### src/rtl/core/sfr_pkg.sv
`timescale 1ns / 1ps
// ============================================================================
// sfr_pkg
// Shared types, constants and helpers of the stream find-and-replace core.
// ============================================================================
package sfr_pkg;

    localparam int BYTE_W          = 8;
    localparam int MAX_RESULTS     = 8;
    localparam int CNT_W           = 4;
    localparam int IDX_W           = 3;
    localparam int CFG_DATA_W      = 64;
    localparam int CFG_IDX_W       = 3;
    localparam int OUTPUT_LIMIT_W  = 16;
    localparam int CMD_QUEUE_DEPTH = 4;
    localparam int OUT_QUEUE_DEPTH = 4;

    localparam logic [CFG_IDX_W-1:0] CFG_FIND_PATTERN    = 3'd0;
    localparam logic [CFG_IDX_W-1:0] CFG_FIND_LENGTH     = 3'd1;
    localparam logic [CFG_IDX_W-1:0] CFG_REPLACE_PATTERN = 3'd2;
    localparam logic [CFG_IDX_W-1:0] CFG_REPLACE_LENGTH  = 3'd3;
    localparam logic [CFG_IDX_W-1:0] CFG_IGNORE_CASE     = 3'd4;
    localparam logic [CFG_IDX_W-1:0] CFG_OUTPUT_LIMIT    = 3'd5;

    localparam logic [BYTE_W-1:0] ASCII_UPPER_A = 8'h41;
    localparam logic [BYTE_W-1:0] ASCII_UPPER_Z = 8'h5A;
    localparam logic [BYTE_W-1:0] ASCII_CASE    = 8'h20;

    typedef struct packed {
        logic [CFG_DATA_W-1:0] find_pattern;
        logic [CNT_W-1:0]      find_length;
        logic [CFG_DATA_W-1:0] replace_pattern;
        logic [CNT_W-1:0]      replace_length;
        logic                  ignore_case;
    } t_cfg;

    // one entry of the command queue: text bytes first, then replacement
    typedef struct packed {
        logic [MAX_RESULTS-1:0][BYTE_W-1:0] text;
        logic [CNT_W-1:0]                   shift_cnt;
        logic [CNT_W-1:0]                   emit_cnt;
        logic                               last;
    } t_cmd;

    typedef struct packed {
        logic [BYTE_W-1:0] result_byte;
        logic              byte_present;
        logic              result_last;
    } t_result;

    function automatic logic [BYTE_W-1:0] fold_byte(input logic [BYTE_W-1:0] c,
                                                   input logic ic);
        logic [BYTE_W-1:0] r;
        r = c;
        if (ic && c >= ASCII_UPPER_A && c <= ASCII_UPPER_Z) begin
            r = c + ASCII_CASE;
        end
        return r;
    endfunction

endpackage

### src/rtl/core/stream_find_and_replace_core.sv
`timescale 1ns / 1ps
// ============================================================================
// stream_find_and_replace_core
// Streaming substring replace with optional case folding and output limit.
// ============================================================================
// Input side is a queue: a text word is taken when push is high and full is
// low, with i_text_last on the final byte of a text. Result side is a queue:
// while empty is low the oldest result word is on o_result_*, taken on pop.
// Configuration must be written through i_cfg_we / i_cfg_index / i_cfg_data
// only while no text word is in flight; the core does not enforce this.
// An input word's command is registered in the command queue and its results
// in the result queue. Input: one word per cycle while full is low; the back
// stage emits one result word per cycle while the result queue has room, so a
// word that expands to n results (a replacement or a flush, up to 8) holds the
// back stage for n result words while the 4-deep command queue keeps taking input.
// Reset clears the pending window, the emitted count, both queues and all
// configuration registers. When pop stays low the result queue fills, the
// back stage holds, the command queue fills and full rises.
// ============================================================================
module stream_find_and_replace_core #(
    parameter int MAX_FIND_BYTES    = 8,
    parameter int MAX_REPLACE_BYTES = 8,
    parameter int LIMIT_BITS        = 16
) (
    input  logic                            i_clk,
    input  logic                            i_rst_n,
    input  logic                            push,
    output logic                            full,
    input  logic [7:0]                      i_text_byte,
    input  logic                            i_text_last,
    output logic                            empty,
    input  logic                            pop,
    output logic [7:0]                      o_result_byte,
    output logic                            o_byte_present,
    output logic                            o_result_last,
    input  logic                            i_cfg_we,
    input  logic [sfr_pkg::CFG_IDX_W-1:0]   i_cfg_index,
    input  logic [sfr_pkg::CFG_DATA_W-1:0]  i_cfg_data
);

    localparam int LIM_IN_W = (LIMIT_BITS < sfr_pkg::OUTPUT_LIMIT_W) ?
                              LIMIT_BITS : sfr_pkg::OUTPUT_LIMIT_W;
    localparam int CMD_W    = $bits(sfr_pkg::t_cmd);
    localparam int RES_W    = $bits(sfr_pkg::t_result);

    sfr_pkg::t_cfg         r_cfg;
    logic [LIMIT_BITS-1:0] r_output_limit;

    logic                  accept;
    logic                  cmd_push;
    sfr_pkg::t_cmd         cmd_in;
    logic [CMD_W-1:0]      cmd_head_bits;
    sfr_pkg::t_cmd         cmd_head;
    logic                  cmd_empty;
    logic                  cmd_pop;
    logic                  res_push;
    sfr_pkg::t_result      res_in;
    logic                  res_full;
    logic [RES_W-1:0]      res_head_bits;
    sfr_pkg::t_result      res_head;

    assign accept = push && !full;

    always_ff @(posedge i_clk) begin
        if (!i_rst_n) begin
            r_cfg          <= '0;
            r_output_limit <= '0;
        end else if (i_cfg_we) begin
            case (i_cfg_index)
                sfr_pkg::CFG_FIND_PATTERN: begin
                    r_cfg.find_pattern <= i_cfg_data;
                end
                sfr_pkg::CFG_FIND_LENGTH: begin
                    r_cfg.find_length <= i_cfg_data[sfr_pkg::CNT_W-1:0];
                end
                sfr_pkg::CFG_REPLACE_PATTERN: begin
                    r_cfg.replace_pattern <= i_cfg_data;
                end
                sfr_pkg::CFG_REPLACE_LENGTH: begin
                    r_cfg.replace_length <= i_cfg_data[sfr_pkg::CNT_W-1:0];
                end
                sfr_pkg::CFG_IGNORE_CASE: begin
                    r_cfg.ignore_case <= i_cfg_data[0];
                end
                sfr_pkg::CFG_OUTPUT_LIMIT: begin
                    r_output_limit <= LIMIT_BITS'(i_cfg_data[LIM_IN_W-1:0]);
                end
                default: begin
                end
            endcase
        end
    end

    sfr_front #(
        .MAX_FIND_BYTES    (MAX_FIND_BYTES),
        .MAX_REPLACE_BYTES (MAX_REPLACE_BYTES),
        .LIMIT_BITS        (LIMIT_BITS)
    ) u_front (
        .i_clk          (i_clk),
        .i_rst_n        (i_rst_n),
        .i_accept       (accept),
        .i_text_byte    (i_text_byte),
        .i_text_last    (i_text_last),
        .i_cfg          (r_cfg),
        .i_output_limit (r_output_limit),
        .o_cmd_push     (cmd_push),
        .o_cmd          (cmd_in)
    );

    sfr_fifo #(
        .WIDTH (CMD_W),
        .DEPTH (sfr_pkg::CMD_QUEUE_DEPTH)
    ) u_cmd_q (
        .i_clk   (i_clk),
        .i_rst_n (i_rst_n),
        .i_push  (cmd_push),
        .i_data  (cmd_in),
        .o_full  (full),
        .i_pop   (cmd_pop),
        .o_data  (cmd_head_bits),
        .o_empty (cmd_empty)
    );

    assign cmd_head = cmd_head_bits;

    sfr_back #(
        .MAX_REPLACE_BYTES (MAX_REPLACE_BYTES)
    ) u_back (
        .i_clk             (i_clk),
        .i_rst_n           (i_rst_n),
        .i_cmd_valid       (!cmd_empty),
        .i_cmd             (cmd_head),
        .i_replace_pattern (r_cfg.replace_pattern),
        .i_out_full        (res_full),
        .o_cmd_pop         (cmd_pop),
        .o_res_push        (res_push),
        .o_res             (res_in)
    );

    sfr_fifo #(
        .WIDTH (RES_W),
        .DEPTH (sfr_pkg::OUT_QUEUE_DEPTH)
    ) u_res_q (
        .i_clk   (i_clk),
        .i_rst_n (i_rst_n),
        .i_push  (res_push),
        .i_data  (res_in),
        .o_full  (res_full),
        .i_pop   (pop),
        .o_data  (res_head_bits),
        .o_empty (empty)
    );

    assign res_head       = res_head_bits;
    assign o_result_byte  = res_head.result_byte;
    assign o_byte_present = res_head.byte_present;
    assign o_result_last  = res_head.result_last;

endmodule

### src/rtl/core/sfr_fifo.sv
`timescale 1ns / 1ps
// ============================================================================
// sfr_fifo
// Small register queue with count; used between front and back and at the
// result side.
// ============================================================================
module sfr_fifo #(
    parameter int WIDTH = 8,
    parameter int DEPTH = 4
) (
    input  logic             i_clk,
    input  logic             i_rst_n,
    input  logic             i_push,
    input  logic [WIDTH-1:0] i_data,
    output logic             o_full,
    input  logic             i_pop,
    output logic [WIDTH-1:0] o_data,
    output logic             o_empty
);

    localparam int AW = (DEPTH > 1) ? $clog2(DEPTH) : 1;
    localparam int CW = $clog2(DEPTH + 1);

    logic [DEPTH-1:0][WIDTH-1:0] r_mem;
    logic [AW-1:0]               r_wr;
    logic [AW-1:0]               r_rd;
    logic [CW-1:0]               r_cnt;
    logic                        wr_en;
    logic                        rd_en;

    assign o_full  = (r_cnt == CW'(DEPTH));
    assign o_empty = (r_cnt == '0);
    assign wr_en   = i_push && !o_full;
    assign rd_en   = i_pop && !o_empty;
    assign o_data  = r_mem[r_rd];

    always_ff @(posedge i_clk) begin
        if (!i_rst_n) begin
            r_wr  <= '0;
            r_rd  <= '0;
            r_cnt <= '0;
        end else begin
            if (wr_en) begin
                r_wr <= (r_wr == AW'(DEPTH - 1)) ? '0 : r_wr + 1'b1;
            end
            if (rd_en) begin
                r_rd <= (r_rd == AW'(DEPTH - 1)) ? '0 : r_rd + 1'b1;
            end
            if (wr_en && !rd_en) begin
                r_cnt <= r_cnt + 1'b1;
            end else if (rd_en && !wr_en) begin
                r_cnt <= r_cnt - 1'b1;
            end
        end
    end

    always_ff @(posedge i_clk) begin
        if (wr_en) begin
            r_mem[r_wr] <= i_data;
        end
    end

endmodule

### src/rtl/core/sfr_front.sv
`timescale 1ns / 1ps
// ============================================================================
// sfr_front
// Takes one text byte per cycle while accepted, matches the pending window
// against the find pattern and queues a command naming the bytes to emit.
// ============================================================================
module sfr_front #(
    parameter int MAX_FIND_BYTES    = 8,
    parameter int MAX_REPLACE_BYTES = 8,
    parameter int LIMIT_BITS        = 16
) (
    input  logic                      i_clk,
    input  logic                      i_rst_n,
    input  logic                      i_accept,
    input  logic [7:0]                i_text_byte,
    input  logic                      i_text_last,
    input  sfr_pkg::t_cfg             i_cfg,
    input  logic [LIMIT_BITS-1:0]     i_output_limit,
    output logic                      o_cmd_push,
    output sfr_pkg::t_cmd             o_cmd
);

    localparam int CW = sfr_pkg::CNT_W;
    localparam int XD = MAX_FIND_BYTES + 1;

    logic [MAX_FIND_BYTES-1:0][7:0] r_win;
    logic [MAX_FIND_BYTES-1:0][7:0] n_win;
    logic [CW-1:0]                  r_pc;
    logic [CW-1:0]                  n_pc;
    logic [LIMIT_BITS-1:0]          r_ec;
    logic [LIMIT_BITS-1:0]          n_ec;

    logic [XD-1:0][7:0]             x;
    logic [XD-1:0][7:0]             xf;
    logic [MAX_FIND_BYTES-1:0][7:0] pf;
    logic [CW-1:0]                  flen;
    logic [CW-1:0]                  rlen;
    logic [CW-1:0]                  x_len;
    logic [CW-1:0]                  kmin;
    logic [CW-1:0]                  sel_k;
    logic [CW-1:0]                  sel_len;
    logic [CW-1:0]                  shift_cnt;
    logic [CW-1:0]                  rem_cap;
    logic [CW-1:0]                  total_cap;
    logic [CW-1:0]                  emit_cnt;
    logic [CW:0]                    total;
    logic                           rep;
    logic [LIMIT_BITS-1:0]          lim_m1;
    logic [LIMIT_BITS-1:0]          diff;
    logic [LIMIT_BITS:0]            ec_sum;

    // window plus the new byte, folded for compare
    always_comb begin
        for (int i = 0; i < MAX_FIND_BYTES; i++) begin
            x[i] = (CW'(i) < r_pc) ? r_win[i] : i_text_byte;
            pf[i] = sfr_pkg::fold_byte(i_cfg.find_pattern[8*i +: 8], i_cfg.ignore_case);
        end
        x[XD-1] = i_text_byte;
        for (int i = 0; i < XD; i++) begin
            xf[i] = sfr_pkg::fold_byte(x[i], i_cfg.ignore_case);
        end
    end

    assign flen  = (i_cfg.find_length > CW'(MAX_FIND_BYTES)) ?
                   CW'(MAX_FIND_BYTES) : i_cfg.find_length;
    assign rlen  = (i_cfg.replace_length > CW'(MAX_REPLACE_BYTES)) ?
                   CW'(MAX_REPLACE_BYTES) : i_cfg.replace_length;
    assign x_len = r_pc + 1'b1;
    assign kmin  = (r_pc >= CW'(MAX_FIND_BYTES)) ? CW'(1) : CW'(0);

    // lowest start offset whose tail is a prefix of the pattern
    always_comb begin
        logic          ok;
        logic [CW-1:0] len_k;
        sel_k = x_len;
        for (int k = XD; k >= 0; k--) begin
            len_k = x_len - CW'(k);
            ok    = 1'b1;
            for (int i = 0; i < MAX_FIND_BYTES; i++) begin
                if (k + i < XD) begin
                    if (CW'(i) < len_k && xf[k+i] != pf[i]) begin
                        ok = 1'b0;
                    end
                end
            end
            if (CW'(k) >= kmin && CW'(k) <= x_len && len_k <= flen && ok) begin
                sel_k = CW'(k);
            end
        end
    end

    assign sel_len = x_len - sel_k;
    assign rep     = (flen != '0) && (sel_len == flen);

    always_comb begin
        n_pc = '0;
        if (flen == '0 || i_text_last) begin
            shift_cnt = rep ? sel_k : x_len;
        end else if (rep) begin
            shift_cnt = sel_k;
        end else begin
            shift_cnt = sel_k;
            n_pc      = sel_len;
        end
        if (i_text_last) begin
            n_pc = '0;
        end
    end

    always_comb begin
        for (int i = 0; i < MAX_FIND_BYTES; i++) begin
            n_win[i] = r_win[i];
            for (int k = 0; k <= XD; k++) begin
                if (i + k < XD) begin
                    if (CW'(k) == sel_k) begin
                        n_win[i] = x[i+k];
                    end
                end
            end
        end
    end

    // output limit and per-byte result cap
    assign total  = {1'b0, shift_cnt} + (rep ? {1'b0, rlen} : '0);
    assign lim_m1 = i_output_limit - 1'b1;
    assign diff   = lim_m1 - r_ec;

    always_comb begin
        if (i_output_limit == '0) begin
            rem_cap = CW'(sfr_pkg::MAX_RESULTS);
        end else if (r_ec >= lim_m1) begin
            rem_cap = '0;
        end else if (diff > LIMIT_BITS'(sfr_pkg::MAX_RESULTS)) begin
            rem_cap = CW'(sfr_pkg::MAX_RESULTS);
        end else begin
            rem_cap = diff[CW-1:0];
        end
        total_cap = (total > (CW+1)'(sfr_pkg::MAX_RESULTS)) ?
                    CW'(sfr_pkg::MAX_RESULTS) : total[CW-1:0];
        emit_cnt  = (total_cap < rem_cap) ? total_cap : rem_cap;
    end

    assign ec_sum = {1'b0, r_ec} + (LIMIT_BITS+1)'(emit_cnt);

    always_comb begin
        if (i_text_last) begin
            n_ec = '0;
        end else if (ec_sum[LIMIT_BITS]) begin
            n_ec = '1;
        end else begin
            n_ec = ec_sum[LIMIT_BITS-1:0];
        end
    end

    always_comb begin
        o_cmd = '0;
        for (int j = 0; j < sfr_pkg::MAX_RESULTS; j++) begin
            if (j < XD) begin
                o_cmd.text[j] = x[j];
            end
        end
        o_cmd.shift_cnt = (shift_cnt > CW'(sfr_pkg::MAX_RESULTS)) ?
                          CW'(sfr_pkg::MAX_RESULTS) : shift_cnt;
        o_cmd.emit_cnt  = emit_cnt;
        o_cmd.last      = i_text_last;
    end

    assign o_cmd_push = i_accept && (emit_cnt != '0 || i_text_last);

    always_ff @(posedge i_clk) begin
        if (!i_rst_n) begin
            r_pc <= '0;
            r_ec <= '0;
        end else if (i_accept) begin
            r_pc <= n_pc;
            r_ec <= n_ec;
        end
    end

    always_ff @(posedge i_clk) begin
        if (i_accept) begin
            r_win <= n_win;
        end
    end

endmodule

### src/rtl/core/sfr_back.sv
`timescale 1ns / 1ps
// ============================================================================
// sfr_back
// Walks one queued command a word per cycle while the result queue has room:
// text bytes, then replacement bytes, or a bare end marker.
// ============================================================================
module sfr_back #(
    parameter int MAX_REPLACE_BYTES = 8
) (
    input  logic                            i_clk,
    input  logic                            i_rst_n,
    input  logic                            i_cmd_valid,
    input  sfr_pkg::t_cmd                   i_cmd,
    input  logic [sfr_pkg::CFG_DATA_W-1:0]  i_replace_pattern,
    input  logic                            i_out_full,
    output logic                            o_cmd_pop,
    output logic                            o_res_push,
    output sfr_pkg::t_result                o_res
);

    localparam int IW = sfr_pkg::IDX_W;

    logic [IW-1:0] r_idx;
    logic [IW-1:0] rj;
    logic          last_one;
    logic          fire;

    assign last_one = (i_cmd.emit_cnt == '0) ||
                      ({1'b0, r_idx} == i_cmd.emit_cnt - 1'b1);
    assign fire     = i_cmd_valid && !i_out_full;
    assign rj       = r_idx - i_cmd.shift_cnt[IW-1:0];

    always_comb begin
        o_res = '0;
        if (i_cmd.emit_cnt != '0) begin
            o_res.byte_present = 1'b1;
            if ({1'b0, r_idx} < i_cmd.shift_cnt) begin
                o_res.result_byte = i_cmd.text[r_idx];
            end else begin
                for (int i = 0; i < MAX_REPLACE_BYTES; i++) begin
                    if (IW'(i) == rj) begin
                        o_res.result_byte = i_replace_pattern[8*i +: 8];
                    end
                end
            end
        end
        o_res.result_last = i_cmd.last && last_one;
    end

    assign o_res_push = fire;
    assign o_cmd_pop  = fire && last_one;

    always_ff @(posedge i_clk) begin
        if (!i_rst_n) begin
            r_idx <= '0;
        end else if (fire) begin
            r_idx <= last_one ? '0 : r_idx + 1'b1;
        end
    end

endmodule

### config.mk
export PLATFORM = sky130hd
export DESIGN_NAME = stream_find_and_replace_core
export DESIGN_NICKNAME = d
export VERILOG_FILES = /design/src/rtl/core/sfr_pkg.sv /design/src/rtl/core/stream_find_and_replace_core.sv /design/src/rtl/core/sfr_fifo.sv /design/src/rtl/core/sfr_front.sv /design/src/rtl/core/sfr_back.sv
export SDC_FILE = /design/constraint.sdc
export NUM_CORES = 2
export LEC_CHECK = 0
export BUFFER_PORTS_ARGS = -buffer_cell sky130_fd_sc_hd__buf_4
export CORE_MARGIN = 2
export CORE_UTILIZATION = 50
export DETAILED_ROUTE_END_ITERATION = 10
export PLACE_DENSITY = 0.66
export SETUP_SLACK_MARGIN = 0.5
export SLEW_MARGIN = 20
export SYNTH_ARGS = -nofsm -noshare
export SYNTH_HDL_FRONTEND = slang
export SYNTH_SLANG_ARGS = --single-unit
### constraint.sdc
create_clock -name i_clk -period 22.5 [get_ports i_clk]
set_input_delay 4.5 -clock i_clk [delete_from_list [all_inputs] [get_ports i_clk]]
set_output_delay 4.5 -clock i_clk [all_outputs]
set_load 0.01 [all_outputs]
==> results by group <==
Outcome
  • Outcome: complete, but fails checks
  • Violated checks: design-rule violations

Worst setup path
  • RR Endpoint: u_cmd_q.r_mem[108]
  • Critical Path Stages: 36
  • Type of the worst setup path: in -> reg
  • CP max-delay cell: a211oi_1
  • Max FO, Critical Path: 61
  • Number of buffer and inverter stages on the critical path: 6
  • CP endpoint: u_cmd_q.r_mem[108]
  • CP required: 22.78 ns
  • Crit path DAT: 16.49 ns
  • Worst setup startpoint: i_text_byte[5]
  • CP endpoint kind: flop
  • Critical Path Source Type: input pin
  • R2R depth: 37
  • Worst reg2reg path startpoint: u_front.r_pc[0]
  • Largest stage delay, worst path: 0.84 ns
  • Cell mode on critical path: ha_1
  • CP delay by family, top: compound AO/OA/AOI/OAI gates
  • Slack of the worst reg-to-reg path: 8.24 ns

CTS
  • Clk_lat worst skew: 0.69 ns
  • # H-tree levels: 2
  • CTS clk-pin slew, worst paths: 0.06 ns
  • Post-CTS sizing: 0
  • Sink Count: 586
  • CTS Hold Bufs: 0
  • Num CTS Buffers: 61
  • CTS tree: yes
  • Clock buffer depth: 3
  • Postcts setup bufs: 0
  • Root Buffer: clkbuf_16

Final layout
  • Post-route cell area: 40600 um^2
  • Layout Nets: 3803
  • Most common cell after layout, fill and taps aside: nand2_1
  • Core Util, Final: 55.5%
  • Diode count: 0
  • Layout Area Growth over Synthesis: 9.67%
  • Commonest cells after routing, fill and taps aside: nand2_1, edfxtp_1, xnor2_1
  • Layout cells sized above 1: 14.0%
  • # fillers: 6434

Detailed routing
  • Starting DRC count in detailed routing: 4069
  • # DRC: 3
  • Vias post-DR: 30600
  • Antenna Violating Nets Remaining: 0
  • WL/cell: 28.9 um
  • Vias per cell: 6.63
  • Initial DRT Pass Iterations: 11
  • Post-Route WL: 133 mm

Timing
  • Final Skew: 0.0641 ns
  • Fraction of the cycle the final worst path needs: 72.0%
  • Final Hold Viols: 0
  • Max-slew headroom: 14.3%
  • Slew at the pin closest to its max-slew limit: 1.28 ns
  • Maximum clock rate: 61.7 MHz
  • Final TNS setup: 0 ns
  • Slew Viols, Final: 0
  • RSZ-0062 raised after global routing: false
  • Final setup fails: 0
  • Period minus WS final: 16.21 ns

Placed design
  • I/O Buffers: 92
  • Post-placement cell area: 38600 um^2
  • Hpwl dp: 95.3 mm
  • RD Place Congestion: 1.07

Floorplanning
  • Die area: 76200 um^2
  • Initial core utilization: 50.6%
  • Top-Level Pins: 93
  • Die W: 276 um
  • Die extent in y: 276 um
  • CORE AREA: 73100 um^2
  • Number of core rows: 99

Synth
  • Yosys Warn Count: 0
  • Ys async rst share: 0%
  • Yosys reg bits: 586
  • Post-synthesis sequential area ratio: 42.4%
  • Syn Area/Cell: 10.2 um^2
  • Syn Nets: 3815
  • Synth Instances: 3616
  • Post-synth EDFFs: 396
  • Cell Area, Synth: 37000 um^2
  • Commonest register cell after synthesis: edfxtp_1
  • Synth cell types: 121

Global routing
  • Total grt overflow: 0
  • Initial antenna violation count: 1
  • Total Routing Usage GR: 34.1%
  • Largest net degree at the start of global routing: 101
  • First-pass GRT wire length: 194 mm
  • Vias in the first global route: 28900

Pwr
  • PD cells: 79.3 nW/um^2
  • Maximum VDD drop: 68.0 uV
  • Overall Power: 0.00322 W
  • P_leak: 13.7 nW

Hold path
  • Hold Crit Class: reg -> reg

Flow run
  • Max-Cap Viols: 0
## worst min path at each step
| stage | slack, ns | cells past startpoint | startpoint | end |
|---|---|---|---|---|
| final | 0.46 | 2 | r_cfg[66] | r_cfg[66] |
| after global routing | 0.49 | 2 | r_cfg[25] | r_cfg[25] |
| after CTS | 0.47 | 2 | r_cfg[42] | r_cfg[42] |
| after detailed placement | 0.46 | 2 | r_cfg[42] | r_cfg[42] |
| after global placement | 0.45 | 2 | r_cfg[14] | r_cfg[14] |
| after floorplan | 0.44 | 2 | r_cfg[13] | r_cfg[13] |
## per-stage QoR
step | hold slack, ns | setup slack [ns] | std cells
floorplan | 0.440 | 7.25 | 3616
global placement | 0.450 | 6.24 | 4500
detailed placement | 0.458 | 5.98 | 4500
CTS | 0.466 | 6.54 | 4610
global route | 0.488 | 5.39 | 4610
finish | 0.462 | 6.29 | 4610
## cell families after synthesis
logic type                 after synthesis  share of synthesized area, %
muxes                                  212                          9.50
buffers and inverters                  428                          4.70
AOI/OAI and AO/OA                      924                          18.0
adders and majority gates              118                          4.13
xor gates and xnor gates               327                          7.82
DFF                                    586                          42.4
and+or+nand+nor                       1021                          13.4
## metal layers
metal	GRT usage, %	part of all wire (%)	vias to the layer above
met1	45.0	40	14800
met5	0.438	0.029	-
li1	-	-	13400
met4	18.6	6.5	2
met3	7.32	9.8	525
met2	52.3	44	1887
## worst register-to-register path: cells and delay by family, from the launching register on
kind	cells	cell delay (ns)
compound gates	11	4.06
xor+xnor	1	0.18
simple gates	10	2.40
mux	3	1.44
flops	1	0.68
buf+inv	5	2.51
fa+ha+maj	7	2.55
## sequential cells by signal, indices dropped and copies added, names as in the netlist
| signal | cells |
|---|---|
| r_cfg | 137 |
| r_output_limit | 16 |
| u_back.r_idx | 3 |
| u_cmd_q.r_cnt | 3 |
| u_cmd_q.r_mem | 292 |
| u_cmd_q.r_rd | 2 |
| u_cmd_q.r_wr | 2 |
| u_front.r_ec | 16 |
| u_front.r_pc | 4 |
| u_front.r_win | 64 |
| u_res_q.r_cnt | 3 |
| u_res_q.r_mem | 40 |
| u_res_q.r_rd | 2 |
| u_res_q.r_wr | 2 |
## layout make-up
type / count / area, um^2 / share of cell area, %
clock inverters: 40 / 424 / 1.04
clock buffers: 70 / 1590 / 3.92
multi-input cells: 2602 / 19700 / 48.4
flip-flops and latches: 586 / 15700 / 38.7
well taps: 959 / 1200 / 2.96
repair buffers: 182 / 1370 / 3.37
inverters: 171 / 642 / 1.58
## cell usage after synthesis, types with 77 or more instances
cell type / instances / area share [%]
a21boi_0: 152 / 3.1
a21oi_1: 166 / 2.2
clkbuf_1: 149 / 1.5
dfxtp_1: 190 / 10
edfxtp_1: 396 / 32
ha_1: 111 / 3.8
inv_1: 151 / 1.5
mux2i_1: 86 / 2.3
mux4_2: 108 / 6.6
nand2_1: 426 / 4.3
nand3_1: 77 / 1.0
nor2_1: 137 / 1.4
nor3_1: 84 / 1.1
o21ai_0: 116 / 1.6
o22ai_1: 94 / 1.6
xnor2_1: 245 / 5.8
xor2_1: 79 / 1.9
## report_power, final
part,internal (W),switching [W],total [W]
combinational,0.000344,0.000504,0.000848
clock,0.000568,0.000449,0.00102
sequential,0.00129,0.0000654,0.00135
No activity file was read; power rests on OpenSTA's default activity.
